`src/sv/dsv_pkg.sv`:
```
// shared constants and types for the dsa verifier
package dsv_pkg;
  localparam int MOD_BITS = 32;
  localparam int CNT_BITS = $clog2(MOD_BITS + 1);
  typedef logic [MOD_BITS-1:0] word_t;
  typedef logic [CNT_BITS-1:0] cnt_t;
  localparam cnt_t CNT_FULL = cnt_t'(MOD_BITS);
  localparam logic [1:0] REG_P = 2'd0;
  localparam logic [1:0] REG_Q = 2'd1;
  localparam logic [1:0] REG_G = 2'd2;
  localparam logic [1:0] REG_Y = 2'd3;
  localparam logic [31:0] RESET_P = 32'd23;
  localparam logic [31:0] RESET_Q = 32'd11;
  localparam logic [31:0] RESET_G = 32'd4;
  localparam logic [31:0] RESET_Y = 32'd4;
endpackage

```
`src/sv/dsv_if.sv`:
```
// handshake channel interfaces
interface dsv_in_if (input logic clk);
  logic valid;
  logic ready;
  logic [31:0] digest;
  logic [31:0] sig_r;
  logic [31:0] sig_s;
  modport source (output valid, digest, sig_r, sig_s, input ready);
  modport sink (input valid, digest, sig_r, sig_s, output ready);
endinterface

interface dsv_out_if (input logic clk);
  logic valid;
  logic ready;
  logic valid_res;
  logic range_error;
  modport source (output valid, valid_res, range_error, input ready);
  modport sink (input valid, valid_res, range_error, output ready);
endinterface

interface dsv_cfg_if (input logic clk);
  logic valid;
  logic ready;
  logic [31:0] index;
  logic [31:0] data;
  modport source (output valid, index, data, input ready);
  modport sink (input valid, index, data, output ready);
endinterface

```
`src/sv/dsv_mulmod.sv`:
```
// bit-serial modular multiplier: add-and-double, one bit of b per cycle
module dsv_mulmod (
  input  logic clk,
  input  logic rst,
  input  logic start,
  input  dsv_pkg::word_t a,
  input  dsv_pkg::word_t b,
  input  dsv_pkg::word_t m,
  output logic done,
  output dsv_pkg::word_t res
);
  // a and b arrive already below m, and m is above zero
  dsv_pkg::word_t aa, bb, mm, acc;
  logic busy;

  function automatic dsv_pkg::word_t addm(dsv_pkg::word_t x, dsv_pkg::word_t y,
                                          dsv_pkg::word_t md);
    dsv_pkg::word_t gap;
    gap = md - y;
    return (x >= gap) ? (x - gap) : (x + y);
  endfunction

  assign res = acc;

  always_ff @(posedge clk) begin
    if (rst) begin
      busy <= 1'b0;
      done <= 1'b0;
    end else if (start) begin
      aa <= a;
      bb <= b;
      mm <= m;
      acc <= '0;
      busy <= 1'b1;
      done <= 1'b0;
    end else if (busy) begin
      if (bb == '0) begin
        busy <= 1'b0;
        done <= 1'b1;
      end else begin
        if (bb[0]) acc <= addm(acc, aa, mm);
        aa <= addm(aa, aa, mm);
        bb <= bb >> 1;
        done <= 1'b0;
      end
    end else begin
      done <= 1'b0;
    end
  end
endmodule

```
`src/sv/dsa_signature_verification.sv`:
```
// dsa signature verifier top level
// Usage: write p, q, g and y on cfg (index 0..3) while no item is in flight;
// reset loads p=23, q=11, g=4, y=4 and empties the result register.
// Each item on in (digest, sig_r, sig_s) gives one item on out
// (valid_res, range_error). One item is processed at a time: in.ready is
// high only while the control is idle.
// Sequence: when r or s fails the range test or p < 2, the item goes from
// the check state straight to the output state. Otherwise the block runs
// four bit-serial reductions, three square-and-multiply exponentiations
// and three single products. A product, with the control steps around it,
// takes one bit of the multiplier operand per cycle. The multiplier loop
// sets the rate.
// A result stays on out until taken; the next item may be accepted while a
// result waits, but its own result is held until the register is free.
// Unknown register indexes are ignored.
module dsa_signature_verification (
  input logic clk,
  input logic rst,
  dsv_cfg_if.sink cfg,
  dsv_in_if.sink in,
  dsv_out_if.source out
);
  localparam logic [4:0] S_IDLE = 5'd0, S_CHK = 5'd1, S_RED = 5'd2,
    S_W = 5'd3, S_U1 = 5'd4, S_U2 = 5'd5, S_RG = 5'd6, S_PG = 5'd7,
    S_RY = 5'd8, S_PY = 5'd9, S_V = 5'd10, S_VQ = 5'd11, S_CMP = 5'd12,
    S_OUT = 5'd13, S_POW = 5'd14, S_PSTEP = 5'd15, S_MGO = 5'd16,
    S_MWAIT = 5'd17;

  dsv_pkg::word_t p, q, g, y, h, r, s;
  dsv_pkg::word_t w, u1, u2, gp;
  // exponentiation registers
  dsv_pkg::word_t base, ex, pres, pm;
  logic psq;
  // serial reduction registers
  dsv_pkg::word_t rx, rrem, rm;
  dsv_pkg::cnt_t rcnt;
  logic [dsv_pkg::MOD_BITS:0] rtrial, rdiff;
  dsv_pkg::word_t rnext;
  logic [4:0] state, ret, mret;
  logic mstart, mdone;
  dsv_pkg::word_t ma, mb, mm, mres;
  logic ores_v, ores_r;
  logic bad;

  dsv_mulmod u_mul (.clk(clk), .rst(rst), .start(mstart), .a(ma), .b(mb),
    .m(mm), .done(mdone), .res(mres));

  assign cfg.ready = 1'b1;
  assign in.ready = (state == S_IDLE);
  assign mstart = (state == S_MGO);
  assign bad = (r == '0) || (r >= q) || (s == '0) || (s >= q);

  // restoring remainder step, one bit of the operand per cycle
  assign rtrial = {rrem, rx[dsv_pkg::MOD_BITS-1]};
  assign rdiff = rtrial - {1'b0, rm};
  assign rnext = (rtrial >= {1'b0, rm}) ? rdiff[dsv_pkg::MOD_BITS-1:0]
                                        : rtrial[dsv_pkg::MOD_BITS-1:0];

  always_ff @(posedge clk) begin
    if (rst) begin
      p <= dsv_pkg::word_t'(dsv_pkg::RESET_P);
      q <= dsv_pkg::word_t'(dsv_pkg::RESET_Q);
      g <= dsv_pkg::word_t'(dsv_pkg::RESET_G);
      y <= dsv_pkg::word_t'(dsv_pkg::RESET_Y);
    end else if (cfg.valid) begin
      case (cfg.index)
        32'(dsv_pkg::REG_P): p <= dsv_pkg::word_t'(cfg.data);
        32'(dsv_pkg::REG_Q): q <= dsv_pkg::word_t'(cfg.data);
        32'(dsv_pkg::REG_G): g <= dsv_pkg::word_t'(cfg.data);
        32'(dsv_pkg::REG_Y): y <= dsv_pkg::word_t'(cfg.data);
        default: ;
      endcase
    end
  end

  always_ff @(posedge clk) begin
    if (rst) begin
      state <= S_IDLE;
      out.valid <= 1'b0;
    end else begin
      if (out.valid && out.ready) out.valid <= 1'b0;
      case (state)
        S_IDLE: begin
          if (in.valid) begin
            h <= dsv_pkg::word_t'(in.digest);
            r <= dsv_pkg::word_t'(in.sig_r);
            s <= dsv_pkg::word_t'(in.sig_s);
            state <= S_CHK;
          end
        end
        S_CHK: begin
          ores_r <= bad;
          ores_v <= 1'b0;
          if (bad || (p < dsv_pkg::word_t'(2))) begin
            state <= S_OUT;
          end else begin
            rx <= h; rrem <= '0; rm <= q; rcnt <= dsv_pkg::CNT_FULL;
            ret <= S_W; state <= S_RED;
          end
        end
        S_RED: begin
          if (rcnt == '0) begin
            state <= ret;
          end else begin
            rrem <= rnext;
            rx <= rx << 1;
            rcnt <= rcnt - 1'b1;
          end
        end
        S_W: begin
          h <= rrem;
          base <= s; ex <= q - dsv_pkg::word_t'(2); pm <= q;
          pres <= dsv_pkg::word_t'(1); psq <= 1'b0;
          ret <= S_U1; state <= S_POW;
        end
        S_U1: begin
          w <= pres;
          ma <= h; mb <= pres; mm <= q;
          mret <= S_U2; state <= S_MGO;
        end
        S_U2: begin
          u1 <= mres;
          ma <= r; mb <= w; mm <= q;
          mret <= S_RG; state <= S_MGO;
        end
        S_RG: begin
          u2 <= mres;
          rx <= g; rrem <= '0; rm <= p; rcnt <= dsv_pkg::CNT_FULL;
          ret <= S_PG; state <= S_RED;
        end
        S_PG: begin
          base <= rrem; ex <= u1; pm <= p;
          pres <= dsv_pkg::word_t'(1); psq <= 1'b0;
          ret <= S_RY; state <= S_POW;
        end
        S_RY: begin
          gp <= pres;
          rx <= y; rrem <= '0; rm <= p; rcnt <= dsv_pkg::CNT_FULL;
          ret <= S_PY; state <= S_RED;
        end
        S_PY: begin
          base <= rrem; ex <= u2; pm <= p;
          pres <= dsv_pkg::word_t'(1); psq <= 1'b0;
          ret <= S_V; state <= S_POW;
        end
        S_V: begin
          ma <= gp; mb <= pres; mm <= p;
          mret <= S_VQ; state <= S_MGO;
        end
        S_VQ: begin
          rx <= mres; rrem <= '0; rm <= q; rcnt <= dsv_pkg::CNT_FULL;
          ret <= S_CMP; state <= S_RED;
        end
        S_CMP: begin
          ores_v <= (rrem == r);
          state <= S_OUT;
        end
        S_OUT: begin
          if (!out.valid) begin
            out.valid <= 1'b1;
            out.valid_res <= ores_v;
            out.range_error <= ores_r;
            state <= S_IDLE;
          end
        end
        // square-and-multiply, low exponent bit first
        S_POW: begin
          if (ex == '0) begin
            state <= ret;
          end else begin
            if (ex[0] && !psq) begin
              ma <= pres; mb <= base;
            end else begin
              ma <= base; mb <= base;
            end
            mm <= pm;
            mret <= S_PSTEP; state <= S_MGO;
          end
        end
        S_PSTEP: begin
          if (ex[0] && !psq) begin
            pres <= mres; psq <= 1'b1;
          end else begin
            base <= mres; ex <= ex >> 1; psq <= 1'b0;
          end
          state <= S_POW;
        end
        S_MGO: begin
          state <= S_MWAIT;
        end
        S_MWAIT: begin
          if (mdone) state <= mret;
        end
        default: state <= S_IDLE;
      endcase
    end
  end

  a_done: assert property (@(posedge clk) disable iff (rst)
    mdone |-> state == S_MWAIT) else $error("done without start");
  a_rdy: assert property (@(posedge clk) disable iff (rst)
    in.ready |-> state == S_IDLE) else $error("ready outside idle");
  a_rng: assert property (@(posedge clk) disable iff (rst)
    (out.valid && out.range_error) |-> !out.valid_res) else $error("range");
  a_hold: assert property (@(posedge clk) disable iff (rst)
    (out.valid && !out.ready) |=> (out.valid && $stable(out.valid_res)
      && $stable(out.range_error))) else $error("result dropped");
endmodule

```
`src/flat_wrapper.sv`:
```
// flat-port wrapper written by rule: the top's interface ports become plain ports
module dsa_signature_verification_flat 
  (clk, rst, cfg_valid, cfg_index, cfg_data, cfg_ready, in_valid, in_digest, in_sig_r, in_sig_s, in_ready, out_valid, out_valid_res, out_range_error, out_ready);
  dsv_cfg_if cfg_i (.clk(clk));
  dsv_in_if in_i (.clk(clk));
  dsv_out_if out_i (.clk(clk));
  input logic clk;
  input logic rst;
  input wire logic [$bits(cfg_i.valid)-1:0] cfg_valid;
  input wire logic [$bits(cfg_i.index)-1:0] cfg_index;
  input wire logic [$bits(cfg_i.data)-1:0] cfg_data;
  output wire logic [$bits(cfg_i.ready)-1:0] cfg_ready;
  input wire logic [$bits(in_i.valid)-1:0] in_valid;
  input wire logic [$bits(in_i.digest)-1:0] in_digest;
  input wire logic [$bits(in_i.sig_r)-1:0] in_sig_r;
  input wire logic [$bits(in_i.sig_s)-1:0] in_sig_s;
  output wire logic [$bits(in_i.ready)-1:0] in_ready;
  output wire logic [$bits(out_i.valid)-1:0] out_valid;
  output wire logic [$bits(out_i.valid_res)-1:0] out_valid_res;
  output wire logic [$bits(out_i.range_error)-1:0] out_range_error;
  input wire logic [$bits(out_i.ready)-1:0] out_ready;
  assign cfg_i.valid = cfg_valid;
  assign cfg_i.index = cfg_index;
  assign cfg_i.data = cfg_data;
  assign cfg_ready = cfg_i.ready;
  assign in_i.valid = in_valid;
  assign in_i.digest = in_digest;
  assign in_i.sig_r = in_sig_r;
  assign in_i.sig_s = in_sig_s;
  assign in_ready = in_i.ready;
  assign out_valid = out_i.valid;
  assign out_valid_res = out_i.valid_res;
  assign out_range_error = out_i.range_error;
  assign out_i.ready = out_ready;
  dsa_signature_verification u_core (.clk(clk), .rst(rst), .cfg(cfg_i), .in(in_i), .out(out_i));
endmodule
```
`config.mk`:
```
export PLATFORM = sky130hd
export DESIGN_NAME = dsa_signature_verification_flat
export DESIGN_NICKNAME = d
export VERILOG_FILES = /design/src/sv/dsv_pkg.sv /design/src/sv/dsv_if.sv /design/src/sv/dsv_mulmod.sv /design/src/sv/dsa_signature_verification.sv /design/src/flat_wrapper.sv
export SDC_FILE = /design/constraint.sdc
export NUM_CORES = 2
export LEC_CHECK = 0
export ABC_AREA = 1
export BUFFER_PORTS_ARGS = -buffer_cell sky130_fd_sc_hd__buf_2
export CAP_MARGIN = 40
export CORE_UTILIZATION = 48
export DETAILED_ROUTE_END_ITERATION = 16
export PLACE_DENSITY_LB_ADDON = 0.25
export SETUP_SLACK_MARGIN = 0.3
export SLEW_MARGIN = 20
export SYNTH_ARGS = -nofsm -noshare
export SYNTH_HDL_FRONTEND = slang
export SYNTH_SLANG_ARGS = --single-unit
export TNS_END_PERCENT = 100
```
`constraint.sdc`:
```
create_clock -name clk -period 7.32 [get_ports clk]
set_clock_uncertainty 0.05 [all_clocks]
set_input_delay 0.732 -clock clk [delete_from_list [all_inputs] [get_ports clk]]
set_output_delay 0.732 -clock clk [all_outputs]
set_load 0.005 [all_outputs]
```
---- After elaboration in Yosys (flattened, before gate mapping) ----
Cells that the tools add are included.
word-level totals
  register bits after elaboration ......... 829
  bits of input ports ..................... 165
  output and inout bits ................... 5
  word-level logic and storage cells ...... 212
operators by class
  add/sub/neg operators ................... 8
  $lt $le $gt $ge ......................... 6
  equality and inequality tests ........... 31
  muxes and demuxes ....................... 60
  bitwise logic cells ..................... 3
  reduce and logical (&&, ||, !) cells .... 67
operators with widths
  operator                                              count
  two-way mux 32 bit                                    25
  one-hot mux 32 bit (3 select lines)                   5
  one-hot mux 32 bit (4 select lines)                   2
  one-hot mux 32 bit (2 select lines)                   3
  logical NOT 32 bit                                    5
  one-hot mux 32 bit (5 select lines)                   1
  >= comparator 32 bit                                  4
  subtractor 32 bit                                     4
  adder 32 bit                                          2
  == test 32 x 2 -> 1 bit (second input constant)       2
  one-hot mux 5 bit (11 select lines)                   1
  == test 5 x 4 -> 1 bit (second input constant)        8
  AND reduction 3 bit                                   12
  two-way mux 5 bit                                     7
  one-hot mux 5 bit (7 select lines)                    1
  >= comparator 33 x 32 -> 1 bit                        1
  == test 32 x 1 -> 1 bit (second input constant)       1
  == test 32 bit                                        1
  < comparator 32 x 2 -> 1 bit (second input constant)  1
  subtractor 32 x 2 -> 32 bit (second input constant)   1
  AND reduction 2 bit                                   13
  == test 5 x 3 -> 1 bit (second input constant)        4
  one-hot mux 5 bit (4 select lines)                    1
  one-hot mux 6 bit (3 select lines)                    1
  other kinds (25)                                      69

---- Logic depth before layout (Yosys ltp) ----
  word-level depth ........................ 7
  gate-level depth with buffers ........... 32
  gate-level depth less buffers ........... 32

---- By module ----
A second synthesis with hierarchy kept.
unflattened totals
  cell total of the unflattened synthesis .. 4972
  area total of the unflattened synthesis .. 45238.4 sq um
modules (own cells, without submodules)
  module                      times used  cells each  area each (sq um)  sequential area each (sq um)
  dsa_signature_verification  1           3324        32877.8            19588.8
  dsv_mulmod                  1           1648        12360.6            3883.7

---- Worst setup path after synthesis ----
Ideal clock, no wire load.
  path kind ............................... input port to flip-flop
  from .................................... input rst
  to ...................................... register u_core.u_mul.acc[0], in the netlist u_core.u_mul.res[0], enable pin
  setup time .............................. 0.391 ns
  data arrival time ....................... 5.379 ns
  required time ........................... 6.879 ns
  slack ................................... 1.500 ns
  stages on the path ...................... 5
  buffers on the path ..................... 1
  cell sequence ........................... clkbuf_1 clkinv_1 nand2_1 o22ai_1 o21a_1
between the ends
  word-level cells in the longest chain between the ends .. 2
ends and longest elaborated chain
  item                           RTL line           text
  from (decl)                    flat_wrapper.sv:8  input logic rst;
  inverter 1 bit (no line)       --
  AND reduction 4 bit (no line)  --
  to (signal assigned)           dsv_mulmod.sv:41   if (bb[0]) acc <= addm(acc, aa, mm);
  to (decl)                      dsv_mulmod.sv:13   dsv_pkg::word_t aa, bb, mm, acc;
Every way passes these cells.
A chain may end at the register's enable or synchronous reset.

---- Worst setup path after layout ----
  from .................................... register u_core.u_mul.mm[0]
  to ...................................... register u_core.u_mul.acc[6], in the netlist u_core.u_mul.res[6], data pin
between the ends
  word-level cells in the longest chain between the ends .. 6
  elaborated cells on any way between the ends .. 7
  classes of those cells .................. add/sub (2); order compare (1); mux (4)
ends and longest elaborated chain
  item                                                       RTL line          text
  from (decl)                                                dsv_mulmod.sv:13
  from (signal assigned)                                     dsv_mulmod.sv:32  mm <= m;
  subtractor 32 bit (*)                                      dsv_mulmod.sv:19  gap = md - y;
  subtractor 32 bit or >= comparator 32 bit (tied branches)  dsv_mulmod.sv:20  return (x >= gap) ? (x - gap) : (x + y);
  two-way mux 32 bit (*)                                     dsv_mulmod.sv:20
  two-way mux 32 bit (*)                                     dsv_mulmod.sv:41
  two-way mux 32 bit (*)                                     dsv_mulmod.sv:37  if (bb == '0) begin
  two-way mux 32 bit (*)                                     dsv_mulmod.sv:36  end else if (busy) begin
Every way passes the cells marked *; elsewhere a longest branch is shown, timed or not. The select of a mux whose other input is x is not followed.

==> reports/metrics.cfg <==
[status]
outcome = finished clean

[synthesis]
synth_top_area_frac = 0.464
synth_top_area_cell = edfxtp_1
yosys_most_used_dff = edfxtp_1
yosysWarningCount = 0
synth_edf_count = 691
synthTopCellsByArea = edfxtp_1 (46%), nand2_1 (9.6%), ha_1 (6.2%)
synth-seq-area-share = 0.525
ys_ff_latch = 827
synth_nets = 5201
async_flop_share = 0
synth.cell_area_mm2 = 0.0447
yosys.cell_types.count = 65
syn_inst = 4810
avgSynthCellArea_um2 = 9.29

[cts]
post-cts-setup-buffers = 0
post_cts_resized = 0
clk_pin_slew_ps = 60
htreeDepth = 3
hold_buffers = 0
clockBufferDepth = 3
cts_root_buffer = clkbuf_16
cts_tree = done
clkLatencyLatePin_ps = 680
clock_sinks = 827
cts_buffers = 92

[sta]
slew_headroom = 0.331
timing.fmax_ghz = 0.173
hold_viol_final = 0
setup_viol = 0
worst_pin_slew_ps = 994
min_period_over_period = 0.789
min_period_ps = 5770
slew_violations = 0
rsz0062_at_grt = no
worst_slack_ps = 1550
tns_ps = 0

[final_layout]
area_delta_synth_final_pct = 12.4
drive_above_1_share = 0.0970
fin_nets = 5351
post-route-util = 0.546
layout_commonest_cell = nand2_1
layout_common_cells = nand2_1 (1,148), edfxtp_1 (691), inv_1 (464)

[worst_setup_path]
critPathSlowestCell = nand4_4
critical_path_class = reg2reg
worst_r2r_endpoint = u_core.u_mul.res[6]
crit_chain = inv_1, ha_1, inv_1, fa_1, nand3_1, nand3_2, nand2_2, nand2_2, nand3_1, nand2_1, a31oi_1, o21ai_0, a21boi_0, o21ai_0, xor2_1, ha_1, inv_1, o21ai_0, a221oi_1, nand4_4, inv_4, nand2_1, a21oi_1
critPathBufInv = 4
crit_family = compound AO/OA/AOI/OAI gates
max_stage_delay_ps = 640
crit_required_ps = 7770
timing.reg2reg.setup_slack_ps = 1550
cp_max_fo = 42
critPathCaptureType = register
start_kind = register
reg2regPathDepth = 23
critPathArrivalTime_ps = 6230
r2r_start = u_core.u_mul.mm[0]

[global_route]
grt_pass1_wl_um = 231000
grt_pass1_vias = 34723
grt.total_usage = 0.337
grt_max_degree = 71
grt_overflow_total = 0
antenna_found_initial = 14

[hold_path]
min-delay-start = in_sig_s[0]
worstHoldEndpoint = u_core.s[0]
hold_path_class = in2reg
min_path_cells = 1

[drt]
drc = 0
num_vias = 37667
wire_per_inst_um = 25.6
dr.first_iter.drc_count = 5026
first_pass_iters = 6
wl_um = 161000
vias_per_cell = 5.99
drtAntennaViolNets = 0

[die]
ioPinCount = 170
start_util = 0.486
die_w_um = 307
die_h_um = 307
core_mm2 = 0.0919
rows = 111
die_area_mm2 = 0.0943

[power]
p_leak_nw = 19.9
power.density_mw_per_mm2 = 378
peakVddDrop_v = 0.000197
p_total_mw = 19.0

[place]
place_ws_ps = 1540
place_congestion = 0.994
port_buffers = 168
hpwlAfterDp_um = 123000

[job]
drv_cap = 0

-- cell families (layout without fill, tap and decap cells) --
kind of cell,after synthesis,in the layout,share of synthesized area
DFF,827,827,0.525
AOI/OAI and AO/OA,1018,1018,0.139
adders and majority gates,226,226,0.0641
and+or+nand+nor,1920,1920,0.183
other,1,4,0.0000839
xor gates and xnor gates,161,161,0.0316
buffers and inverters,657,887,0.0576
-- routing by layer --
| metal | global-route usage | up-vias | part of all wire |
|---|---|---|---|
| li1 | - | 17251 | - |
| met2 | 0.490 | 2212 | 0.42 |
| met4 | 0.227 | 0 | 0.075 |
| met1 | 0.463 | 17795 | 0.40 |
| met3 | 0.0553 | 409 | 0.10 |
| met5 | 0 | - | 0 |
-- cell usage after synthesis, drive strengths merged (35+ instances only) --
master   number
nand4        75
o211ai       65
nor4         59
a211oi       80
a21oi       305
o2111ai      35
o21ai       345
a221oi       41
xnor2        71
buf          42
dfxtp       136
nor3         35
nand3       200
xor2         90
clkbuf      137
nand2      1164
edfxtp      691
nor2        362
inv         474
ha          221
-- per-stage QoR --
stage | area, µm² | cells | hold slack, ps
2_1_floorplan | 44700 | 4810 | 350
3_3_place_gp | 46900 | 6092 | 352
3_5_place_dp | 47100 | 6104 | 355
4_1_cts | 50200 | 6278 | 160
5_1_grt | 50200 | 6283 | 186
6_report | 50200 | 6286 | 186
-- power by group --
part / total (mW) / switching (mW) / internal, mW
combinational: 7.45 / 5.03 / 2.42
clock: 4.74 / 1.99 / 2.74
sequential: 6.80 / 0.617 / 6.18
-- worst max-delay path by stage --
stage	endpoint	slack, ps	depth (start not counted)	start
final	u_core.u_mul.res[6]	1550	23	u_core.u_mul.mm[0]
after global routing	u_core.u_mul.res[13]	910	23	u_core.u_mul.mm[0]
after CTS	u_core.u_mul.res[6]	1520	23	u_core.u_mul.mm[0]
after detailed placement	u_core.u_mul.res[6]	1540	23	u_core.u_mul.mm[0]
after global placement	u_core.u_mul.res[31]	1730	23	u_core.u_mul.mm[0]
after floorplan	u_core.u_mul.res[0]	1500	5	rst
-- final cells by class --
class | count | area [µm²]
Sequential cell | 827 | 23500
Tap cell | 1243 | 1560
Multi-Input combinational cell | 3326 | 18800
Timing Repair Buffer | 236 | 1500
Inverter | 477 | 1790
Fill cell | 8495 | 41700
Clock inverter | 55 | 611
Antenna cell | 3 | 7.51
Clock buffer | 119 | 2450
Power figures use the tool's default switching activity.
